File: src/rtl/ffpa_ram.sv
// Generic single-write, single-read synchronous RAM with registered read data.
module ffpa_ram #(
  parameter int WIDTH = 8,
  parameter int DEPTH = 16
) (
  input  logic                     clk,
  input  logic                     we,
  input  logic [$clog2(DEPTH)-1:0] waddr,
  input  logic [WIDTH-1:0]         wdata,
  input  logic [$clog2(DEPTH)-1:0] raddr,
  output logic [WIDTH-1:0]         rdata
);

  logic [WIDTH-1:0] mem [DEPTH];

  // Write port and registered read port
  always_ff @(posedge clk) begin
    if (we) begin
      mem[waddr] <= wdata;
    end
    rdata <= mem[raddr];
  end

endmodule

File: config.mk
export PLATFORM = sky130hd
export DESIGN_NAME = ffpa_ram
export DESIGN_NICKNAME = d
export VERILOG_FILES = /design/src/rtl/ffpa_ram.sv
export SDC_FILE = /design/constraint.sdc
export NUM_CORES = 1
export LEC_CHECK = 0
export ABC_AREA = 0
export BUFFER_PORTS_ARGS = -buffer_cell sky130_fd_sc_hd__buf_4
export CORE_UTILIZATION = 40
export DETAILED_ROUTE_END_ITERATION = 6
export PLACE_DENSITY = 0.61
export SYNTH_ARGS = -nofsm -noshare
export SYNTH_HDL_FRONTEND = slang
export SYNTH_SLANG_ARGS = --single-unit
File: constraint.sdc
create_clock -name clk -period 1.9 [get_ports clk]
set_input_delay 0.095 -clock clk [delete_from_list [all_inputs] [get_ports clk]]
set_output_delay 0.095 -clock clk [all_outputs]
set_load 0.03 [all_outputs]
* Word level (Yosys, flattened, before mapping)
Memory sizes are Yosys's and may differ from the RTL's. A register that Yosys moved wholly into a read port is not among the register bits.
Cells that the tools add are included.
** Storage, ports and cells
- Bits in writable memories :: 128
- Bits in read-only memories :: 0
- Memories :: 1
- Bits in latches :: 0
- Logic and storage cells :: 3
- Output and inout bits :: 8
- Bits of input ports :: 18
- Bits in registers :: 0
** Cells by class
- Eq/ne operators :: 0
- Reduce and logical (&&, ||, !) cells :: 0
- $lt $le $gt $ge :: 0
- Multiplexer cells :: 2
- Add/sub/neg operators :: 0
- Bitwise gates (word level) :: 0
- Multiply operators :: 0
- Div/mod/pow operators :: 0
- Shifts and indexed selects :: 0
** Memory list
- mem :: words 16, width 8, rd ports 1, clocked after Yosys merged registers in 1, write ports 1, line 14 : logic [WIDTH-1:0] mem [DEPTH];
** Operator list (number)
- $mux 1 :: 2

* Logic depth before layout (Yosys ltp)
Gate-level depths: netlist (run 1).
- Depth after elaboration :: 2
- Depth in mapped cells :: 5
- Mapped depth without buffers :: 3

* Least setup slack after synthesis (run 1)
Ideal clock, no wire load.
- Kind :: input to register
- From :: input port waddr[2]
- To :: memory mem[0][0], enable pin
- Library setup time :: 0.383 ns
- Cell stages on the path :: 2
- Arrival time :: 1.205 ns
- Setup slack :: 0.312 ns
- Required time :: 1.517 ns
- Buffers on the path :: 0
- Cells stage by stage :: or3b_2 > nor3_1
** RTL lines
- from (decl) :: line 8 : input logic [$clog2(DEPTH)-1:0] waddr,
- to (decl) :: line 14
No word-level cell before the write port.

==> results of run 1 <==
## per-stage QoR
| step | hold slack (ps) | instances | utilization [%] |
|---|---|---|---|
| after global routing | 206 | 476 | 50.0 |
| after CTS | 186 | 476 | 50.0 |
| final | 204 | 476 | 50.0 |
| after floorplan | 194 | 229 | - |
| after global placement | 401 | 436 | 44.8 |
| after detailed placement | 405 | 436 | 44.8 |
## final timing paths
kind | startpoint | to | slack (ps) | cells after the start
worst min-delay path | waddr[0] | mem[0][5]$_DFFE_PP_ | 200 | 3
worst max-delay path | mem[9][1]$_DFFE_PP_ | rdata[1]$_DFF_P_ | 540 | 3
worst max register to register | mem[9][1]$_DFFE_PP_ | rdata[1]$_DFF_P_ | 540 | 3
worst min register to register | mem[15][0]$_DFFE_PP_ | rdata[0]$_DFF_P_ | 670 | 3
## metal layers
layer / GRT usage, % / wire length, um / vias up / part of all wire, %
met3: 5.28 / 443 / 12 / 4.7
met5: 0 / 0 / - / 0
met2: 25.6 / 4600 / 59 / 49
li1: - / - / 1099 / -
met1: 21.8 / 4260 / 1230 / 45
met4: 6.93 / 132 / 0 / 1.4
## timing repair
| item | CTS | global route |
|---|---|---|
| hold endpoints to repair | 116 | 0 |
| hold buffers | 8 | 0 |
| setup endpoints to repair | 0 | 0 |
## sequential cells by signal (all words and copies together), names as in the netlist
signal	flops
rdata	8
mem	128
## cells in the final DEF, fill, tap and decap left out, types with 2 or more instances in the layout
| cell type | n |
|---|---|
| nand2_1 | 9 |
| dfxtp_1 | 8 |
| edfxtp_1 | 128 |
| clkinv_1 | 3 |
| nor3_1 | 4 |
| nor2_1 | 13 |
| clkinvlp_4 | 2 |
| nand3b_1 | 2 |
| mux4_1 | 14 |
| clkbuf_16 | 17 |
| a22oi_1 | 16 |
| mux4_2 | 18 |
| nand2b_1 | 2 |
| clkbuf_1 | 6 |
| buf_4 | 44 |
| bufinv_16 | 3 |
| dlygate4sd3_1 | 8 |
## power by group
part           internal [mW]  switching [mW]
Clock                   2.05            1.12
Combinational          0.166           0.206
Sequential              3.36          0.0206
## cells by family (layout without fill, tap and decap cells)
family / after synthesis / in the layout / synth area share (%)
DFF: 136 / 136 / 77.8
and+or+nand+nor: 35 / 35 / 3.18
muxes: 32 / 32 / 15.0
AOI/OAI and AO/OA: 16 / 16 / 2.33
buffers and inverters: 10 / 85 / 1.68
## cell type report
class,count,area (um2),area share [%]
Clock buffer,23,448,7.13
Clock inverter,9,125,1.99
Multi-Input combinational cell,83,1060,16.8
Tap cell,172,215,3.43
Sequential cell,136,4000,63.8
Timing Repair Buffer,53,430,6.85
## critical path: stages, from the launching register on
cell,delay [ps]
edfxtp_1,360
mux4_1,530
a22oi_1,250
nand2_1,90
==> metrics.cfg, run 1 <==
[outcome]
outcome = completed

[global_routing]
grt_pass1_wl_mm = 14.8
gr-total-overflow = 0
grt_max_degree = 33
grt_usage_pct = 16.5
grt_pass1_vias = 2552
antenna_found_initial = 0

[placement]
dpl.hpwl_mm = 5.86
portBuffers = 25
gp_congestion = 0.717
dpl-instance-area_um2 = 5630
pre_cts_ws_ps = 323

[routing]
routedWlPerCell_um = 19.8
num_vias = 2400
vias_per_cell = 5.04
dr.pass1.iters = 4
ant_nets = 0
first_iter_violations = 185
wirelength_mm = 9.43
drcViolationCount = 0

[floorplan]
io-pin-count = 26
rows = 41
die_width_um = 115
start_util_pct = 41.0
die_h_um = 115
dieArea_um2 = 13300
coreArea_um2 = 12600

[worst_setup_path]
critPathMaxFanout = 1
start_kind = register
arrival_ps = 1640
cp.required_ps = 2190
critical_path_class = register to register
crit_path_end_kind = register

[synth]
synth-edff-count = 128
yosysMostFrequentCell = edfxtp_1
synthFlopType = edfxtp_1
yosysTopAreaCell = edfxtp_1
yosys_warnings = 0
ys_top_cells_by_count = 128 x edfxtp_1, 18 x mux4_2, 16 x a22oi_1
syn-cell-area_um2 = 5150
synth_seq_cells = 136
synth_area_leaders = edfxtp_1 75%, mux4_2 7.9%, mux4_1 7.1%, dfxtp_1 3.1%, a22oi_1 2.3%
syn_nets = 247
seq_area_frac_synth_pct = 77.8
ys_types = 19
postSynthAreaPerCell_um2 = 22.5
yosysTopAreaCellShare_pct = 74.7
syn-instance-count = 229
async_flop_share_pct = 0

[timing]
fin_ws_ps = 542
finalCritPeriodShare_pct = 71.5
worst_pin_slew_ps = 459
setup_tns_ps = 0
timing.fmax_mhz = 737
rsz0062_at_grt = no
finClkSkew_ps = 3.95
report.final.slew_viol_count = 0
fin_crit_ps = 1360
relSlewSlack_pct = 69.4
setup_violations = 0
finalHoldViolations = 0

[clock_tree]
cts_root_buf = clkbuf_16
cts_sinks = 136
clk_path_buf_depth = 2
cts_tree = built
path_clk_slew_ps = 60
cts_buffers = 17
clk_latency_ps = 410
cts_setup_buffers = 0
h-tree-depth = 4
cts_resized = 0

[cells_and_area]
num-nets-final = 309
drive_gt1_share_pct = 28.6
fin_area_um2 = 6280
diodes = 0
nFillCells = 995
syn2layout_area_growth_pct = 22.0

[power]
max-vdd-ir-drop_mv = 0.634
leakagePower_nw = 2.13
power_density_nw_per_um2 = 1100
p_total_mw = 6.91

[flow_run]
cap_violations = 0

[min_path]
hold_class = primary input to register

(Power assumes the default switching activity.)
==> run 2: changes to the inputs <==
--- a/config.mk
+++ b/config.mk
@@ -5,11 +5,11 @@
 export SDC_FILE = /design/constraint.sdc
 export NUM_CORES = 1
 export LEC_CHECK = 0
-export ABC_AREA = 0
+export ABC_AREA = 1
 export BUFFER_PORTS_ARGS = -buffer_cell sky130_fd_sc_hd__buf_4
 export CORE_UTILIZATION = 40
 export DETAILED_ROUTE_END_ITERATION = 6
-export PLACE_DENSITY = 0.61
+export PLACE_DENSITY = 0.63
 export SYNTH_ARGS = -nofsm -noshare
 export SYNTH_HDL_FRONTEND = slang
 export SYNTH_SLANG_ARGS = --single-unit
==> constraint.sdc (replaced) <==
create_clock -name clk -period 1.1 [get_ports clk]
set_input_delay 0.055 -clock clk [delete_from_list [all_inputs] [get_ports clk]]
set_output_delay 0.055 -clock clk [all_outputs]
set_load 0.03 [all_outputs]
==> metrics.cfg, run 2 <==
[synth]
ys_top_cells_by_count = 173 x nand2_1, 128 x edfxtp_1, 100 x inv_1  ; was 128 x edfxtp_1, 18 x mux4_2, 16 x a22oi_1
yosys_warnings = 0  ; unchanged
syn_nets = 569  ; was 247
synth_area_leaders = edfxtp_1 67%, nand2_1 11%, nand3_1 8.4%, inv_1 6.5%, dfxtp_1 2.8%  ; was edfxtp_1 75%, mux4_2 7.9%, mux4_1 7.1%, dfxtp_1 3.1%, a22oi_1 2.3%
syn-cell-area_um2 = 5770  ; was 5150 um2
ys_types = 12  ; was 19
synth-edff-count = 128  ; unchanged
syn-instance-count = 551  ; was 229
synthFlopType = edfxtp_1  ; unchanged
yosysTopAreaCellShare_pct = 66.7  ; was 74.7%
seq_area_frac_synth_pct = 69.4  ; was 77.8%
yosysMostFrequentCell = nand2_1  ; was edfxtp_1
synth_seq_cells = 136  ; unchanged
async_flop_share_pct = 0  ; unchanged
postSynthAreaPerCell_um2 = 10.5  ; was 22.5 um2
yosysTopAreaCell = edfxtp_1  ; unchanged

[global_routing]
grt_pass1_vias = 3801  ; was 2552
grt_pass1_wl_mm = 19.7  ; was 14.8 mm
antenna_found_initial = 0  ; unchanged
grt_usage_pct = 18.2  ; was 16.5%
gr-total-overflow = 0  ; unchanged
grt_max_degree = 65  ; was 33

[timing]
report.final.slew_viol_count = 0  ; unchanged
relSlewSlack_pct = 73.9  ; was 69.4%
worst_pin_slew_ps = 392  ; was 459 ps
fin_ws_ps = 101  ; was 542 ps
fin_crit_ps = 999  ; was 1360 ps
finalCritPeriodShare_pct = 90.8  ; was 71.5%
setup_violations = 0  ; unchanged
timing.hold.ws_ps = 7.93  ; was 204 ps
rsz0062_at_grt = no  ; unchanged
timing.fmax_mhz = 1000  ; was 737 MHz
setup_tns_ps = 0  ; unchanged
finClkSkew_ps = 8.06  ; was 3.95 ps
finalHoldViolations = 0  ; unchanged

[placement]
gp_congestion = 0.756  ; was 0.717
dpl.hpwl_mm = 7.63  ; was 5.86 mm
portBuffers = 25  ; unchanged
pre_cts_ws_ps = -13.3  ; was 323 ps

[power]
seqPwrFrac_pct = 47.1  ; was 48.8%
leakagePower_nw = 3.01  ; was 2.13 nW
power_density_nw_per_um2 = 1780  ; was 1100 nW/um2
p_total_mw = 12.4  ; was 6.91 mW
comb_power_share_pct = 6.8  ; was 5.4%
pwr-share-clk_pct = 46.2  ; was 45.8%
p_sw_mw = 2.71  ; was 1.34 mW
power.share.switching_pct = 21.9  ; was 19.4%
p_int_mw = 9.66  ; was 5.57 mW
max-vdd-ir-drop_mv = 1.06  ; was 0.634 mV

[floorplan]
die_h_um = 122  ; was 115 um
start_util_pct = 41.2  ; was 41.0%
die_width_um = 122  ; was 115 um
rows = 43  ; was 41
io-pin-count = 26  ; unchanged
dieArea_um2 = 14900  ; was 13300 um2
coreArea_um2 = 14000  ; was 12600 um2

[routing]
routedWlPerCell_um = 15.3  ; was 19.8 um
vias_per_cell = 4.73  ; was 5.04
drcViolationCount = 0  ; unchanged
num_vias = 3768  ; was 2400
first_iter_violations = 296  ; was 185
dr.pass1.iters = 6  ; was 4
ant_nets = 0  ; unchanged
wirelength_mm = 12.2  ; was 9.43 mm

[cells_and_area]
syn2layout_area_growth_pct = 20.5  ; was 22.0%
diodes = 0  ; unchanged
nFillCells = 1240  ; was 995
num-nets-final = 622  ; was 309
max_flop_register = mem  ; unchanged
final_util_pct = 49.7  ; was 50.0%
reg_top3 = mem x128, rdata x8  ; unchanged
drive_gt1_share_pct = 13.5  ; was 28.6%
mostFrequentLayoutCells = 173 x nand2_1, 128 x edfxtp_1, 100 x inv_1, 97 x nand3_1, 45 x buf_4  ; was 128 x edfxtp_1, 44 x buf_4, 18 x mux4_2, 17 x clkbuf_16, 16 x a22oi_1
largest_reg_flops = 128  ; unchanged
mostFrequentLayoutCell = nand2_1  ; was edfxtp_1

[clock_tree]
cts_resized = 0  ; unchanged
cts_root_buf = clkbuf_16  ; unchanged
path_clk_slew_ps = 60  ; about the same
clk_path_buf_depth = 2  ; unchanged
cts_setup_buffers = 0  ; unchanged
cts_sinks = 136  ; unchanged
cts_tree = built  ; unchanged
clk_latency_ps = 420  ; was 410 ps
cts_buffers = 17  ; unchanged
h-tree-depth = 4  ; unchanged

[min_path]
hold_class = primary input to register  ; unchanged

[worst_setup_path]
critPathMaxFanout = 1  ; unchanged
cpPeakStageDelay_ps = 360  ; was 530 ps
path_cells = inv_1 > nand2_1 > nand3_1 > nand3_1 > nand3_1 > nand2_1  ; was mux4_1 > a22oi_1 > nand2_1
crit_top_cell = nand3_1
start_kind = register  ; unchanged
crit_slowest_cell = edfxtp_1  ; was mux4_1
crit_path_end_kind = register  ; unchanged
cp.required_ps = 1390  ; was 2190 ps
arrival_ps = 1290  ; was 1640 ps
critical_path_class = register to register  ; unchanged

[outcome]
outcome = completed  ; unchanged

[flow_run]
cap_violations = 0  ; unchanged

## run 2: layout make-up
type                       count  area, um2  share of cell area, %
multi-input combinational    289       1210                   17.5
tap                          180        225                   3.24
clock inverter                14        174                   2.50
timing repair buffer          58        518                   7.46
sequential                   136       4000                   57.6
clock buffer                  18        429                   6.18
inverter                     102        383                   5.51
## run 2: what timing repair did
| item | CTS | global route |
|---|---|---|
| setup endpoints to repair | 0 | 0 |
| hold endpoints to repair | 114 | 0 |
| hold buffers | 8 | 0 |
## run 2: layer usage
layer,vias to the layer above,GRT usage [%],wire length [um]
li1,1878,-,-
met1,1761,23.3,5230
met2,113,30.0,6090
met3,16,3.79,695
met4,0,7.55,152
met5,-,0,0
## run 2: final timing paths
check / from / end / slack, ps / cells after the start
hold reg to reg: mem[2][6]$_DFFE_PP_ / rdata[6]$_DFF_P_ / 660 / 6
hold / removal: wdata[4] / mem[4][4]$_DFFE_PP_ / 8 / 1
setup reg to reg: mem[9][5]$_DFFE_PP_ / rdata[5]$_DFF_P_ / 100 / 6
setup / recovery: mem[9][5]$_DFFE_PP_ / rdata[5]$_DFF_P_ / 100 / 6
## run 2: per-stage QoR
step / std cells / area [um2]
global placement: 757 / 6260
finish: 797 / 6950
global route: 797 / 6950
detailed placement: 757 / 6260
CTS: 797 / 6950
floorplan: 551 / 5770
## run 2: cell families (layout without fill, tap and decap cells)
group         Yosys count  count (layout)  share of synthesized area (%)
simple gates          289             289                           21.0
flops                 136             136                           69.4
buf+inv               126             192                           9.52
## run 2: worst max-delay path, delay by kind of cell, from the launching register on
| kind | cells | cell delay (ps) |
|---|---|---|
| buf+inv | 1 | 60 |
| flops | 1 | 360 |
| simple gates | 5 | 460 |
## run 2: power by group through the flow
stage	clock (mW)	sequential (mW)	combinational, mW
CTS	5.76	5.83	0.846
detailed placement	0	5.93	0.817
finish	5.71	5.83	0.835
floorplan	0	6.00	0.409
global placement	0	5.93	0.812
global route	5.96	5.84	0.925
==> run 3: changes to the inputs <==
--- a/config.mk
+++ b/config.mk
@@ -7,9 +7,11 @@
 export LEC_CHECK = 0
 export ABC_AREA = 1
 export BUFFER_PORTS_ARGS = -buffer_cell sky130_fd_sc_hd__buf_4
-export CORE_UTILIZATION = 40
+export CELL_PAD_IN_SITES_DETAIL_PLACEMENT = 1
+export CELL_PAD_IN_SITES_GLOBAL_PLACEMENT = 2
+export CORE_UTILIZATION = 36
 export DETAILED_ROUTE_END_ITERATION = 6
-export PLACE_DENSITY = 0.63
+export PLACE_DENSITY = 0.79
 export SYNTH_ARGS = -nofsm -noshare
 export SYNTH_HDL_FRONTEND = slang
 export SYNTH_SLANG_ARGS = --single-unit
==> metrics.cfg, run 3 (synthesized netlist as in run 2, its figures left out) <==
[outcome]
outcome = completed  ; unchanged

[power]
p_total_mw = 12.8  ; was 12.4 mW
max-vdd-ir-drop_mv = 1.64  ; was 1.06 mV
p_int_mw = 10.1  ; was 9.66 mW
seqPwrFrac_pct = 45.7  ; was 47.1%
power.share.switching_pct = 21.1  ; was 21.9%
power_density_nw_per_um2 = 1810  ; was 1780 nW/um2
leakagePower_nw = 3.03  ; was 3.01 nW
pwr-share-clk_pct = 47.4  ; was 46.2%
p_sw_mw = 2.69  ; was 2.71 mW
comb_power_share_pct = 6.8  ; about the same

[floorplan]
rows = 45  ; was 43
die_h_um = 129  ; was 122 um
die_width_um = 129  ; was 122 um
io-pin-count = 26  ; unchanged
coreArea_um2 = 15400  ; was 14000 um2
start_util_pct = 37.4  ; was 41.2%
dieArea_um2 = 16500  ; was 14900 um2

[cells_and_area]
num-nets-final = 623  ; was 622
fin_area_um2 = 7040  ; was 6950 um2
syn2layout_area_growth_pct = 22.0  ; was 20.5%
reg_top3 = mem x128, rdata x8  ; unchanged
diodes = 0  ; unchanged
mostFrequentLayoutCells = 173 x nand2_1, 128 x edfxtp_1, 100 x inv_1, 97 x nand3_1, 44 x buf_4  ; was 173 x nand2_1, 128 x edfxtp_1, 100 x inv_1, 97 x nand3_1, 45 x buf_4
max_flop_register = mem  ; unchanged
mostFrequentLayoutCell = nand2_1  ; unchanged
drive_gt1_share_pct = 13.1  ; was 13.5%
largest_reg_flops = 128  ; unchanged

[timing]
timing.fmax_mhz = 975  ; was 1000 MHz
fin_crit_ps = 1030  ; was 999 ps
setup_tns_ps = 0  ; unchanged
relSlewSlack_pct = 72.9  ; was 73.9%
worst_pin_slew_ps = 406  ; was 392 ps
setup_violations = 0  ; unchanged
finalHoldViolations = 0  ; unchanged
timing.hold.ws_ps = 26.9  ; was 7.93 ps
rsz0062_at_grt = no  ; unchanged
report.final.slew_viol_count = 0  ; unchanged
finClkSkew_ps = 6.03  ; was 8.06 ps
finalCritPeriodShare_pct = 93.3  ; was 90.8%

[worst_setup_path]
start_kind = register  ; unchanged
crit_buf_inv = 1  ; unchanged
crit_path_end_kind = output pin  ; was register
path_cells = buf_4  ; was inv_1 > nand2_1 > nand3_1 > nand3_1 > nand3_1 > nand2_1
critPathMaxFanout = 1  ; unchanged
cp.required_ps = 1040  ; was 1390 ps
cpPeakStageDelay_ps = 370  ; was 360 ps
cp_top_family = flip-flops  ; was simple AND/OR/NAND/NOR gates
crit_slowest_cell = dfxtp_1  ; was edfxtp_1
arrival_ps = 970  ; was 1290 ps
critical_path_class = register to output pin  ; was register to register

[global_routing]
antenna_found_initial = 0  ; unchanged
use_met1_pct = 24.6  ; was 23.3%
grt_util_met3_pct = 4.99  ; was 3.79%
grt_usage_pct = 19.3  ; was 18.2%
grt_max_degree = 41  ; was 65
met2_usage_pct = 32.0  ; was 30.0%
gr-total-overflow = 0  ; unchanged
grt_pass1_vias = 4140  ; was 3801
grt_pass1_wl_mm = 22.8  ; was 19.7 mm
grt.busiest_layer = met2  ; unchanged

[routing]
vias_per_cell = 4.66  ; was 4.73
wirelength_mm = 14.3  ; was 12.2 mm
first_iter_violations = 238  ; was 296
drcViolationCount = 0  ; unchanged
dr.pass1.iters = 4  ; was 6
ant_nets = 0  ; unchanged
routedWlPerCell_um = 17.3  ; was 15.3 um
num_vias = 3859  ; was 3768

[clock_tree]
clk_path_buf_depth = 2  ; unchanged
cts_root_buf = clkbuf_16  ; unchanged
path_clk_slew_ps = 50  ; was 60 ps
cts_sinks = 136  ; unchanged
cts_buffers = 17  ; unchanged
h-tree-depth = 4  ; unchanged
cts_tree = built  ; unchanged
clk_latency_ps = 420  ; about the same

[flow_run]
cap_violations = 0  ; unchanged

[placement]
dpl.hpwl_mm = 9.27  ; was 7.63 mm
gp_congestion = 0.757  ; was 0.756
dpl-instance-area_um2 = 6310  ; was 6260 um2
portBuffers = 25  ; unchanged

[min_path]
hold_class = primary input to register  ; unchanged

run 3: what timing repair did:
item                      in CTS  in global routing
hold endpoints to repair     102                  2
resized for setup              0                  0
buffers inserted               0                  0
hold buffers                   8                  1
run 3: per-stage QoR:
step,util (%),std cells,setup WS [ps]
after floorplan,-,551,94.2
after global placement,40.9,788,-10.4
after detailed placement,40.9,788,-34.7
after CTS,45.6,828,44.1
after global routing,45.6,829,1.17
final,45.6,829,74.1
run 3: area by class of cell:
cell class	count	area (um2)
Clock buffer	17	425
Clock inverter	15	208
Fill cell	1759	8390
Inverter	102	383
Multi-Input combinational cell	289	1210
Sequential cell	136	4000
Tap cell	211	264
Timing Repair Buffer	59	541
run 3: power by group through the flow:
stage	Sequential (mW)	Clock (mW)	Combinational (mW)
final	5.84	6.05	0.872
after global routing	5.84	6.36	0.964
after CTS	5.84	6.15	0.889
after detailed placement	5.94	0	0.858
after global placement	5.94	0	0.839
after floorplan	6.00	0	0.409
run 3: routing by layer:
metal	vias to the layer above	part of all wire, %	wire length, um
li1	1883	-	-
met1	1899	45	6490
met2	59	50	7100
met3	18	3.8	551
met4	0	1.3	184
met5	-	0	0
run 3: worst register-to-register path: cells and delay by family (launching register included):
| family | cells | cell delay, ps |
|---|---|---|
| DFF | 1 | 400 |
| and+or+nand+nor | 6 | 510 |
run 3: path summary, 6_finish.rpt:
kind / start / end / slack (ps) / cells after the start
worst max-delay path: rdata[3]$_DFF_P_ / rdata[3] / 70 / 1
worst min-delay path: raddr[2] / rdata[7]$_DFF_P_ / 30 / 4
worst max register to register: mem[11][6]$_DFFE_PP_ / rdata[6]$_DFF_P_ / 80 / 6
worst min register to register: mem[2][4]$_DFFE_PP_ / rdata[4]$_DFF_P_ / 680 / 6
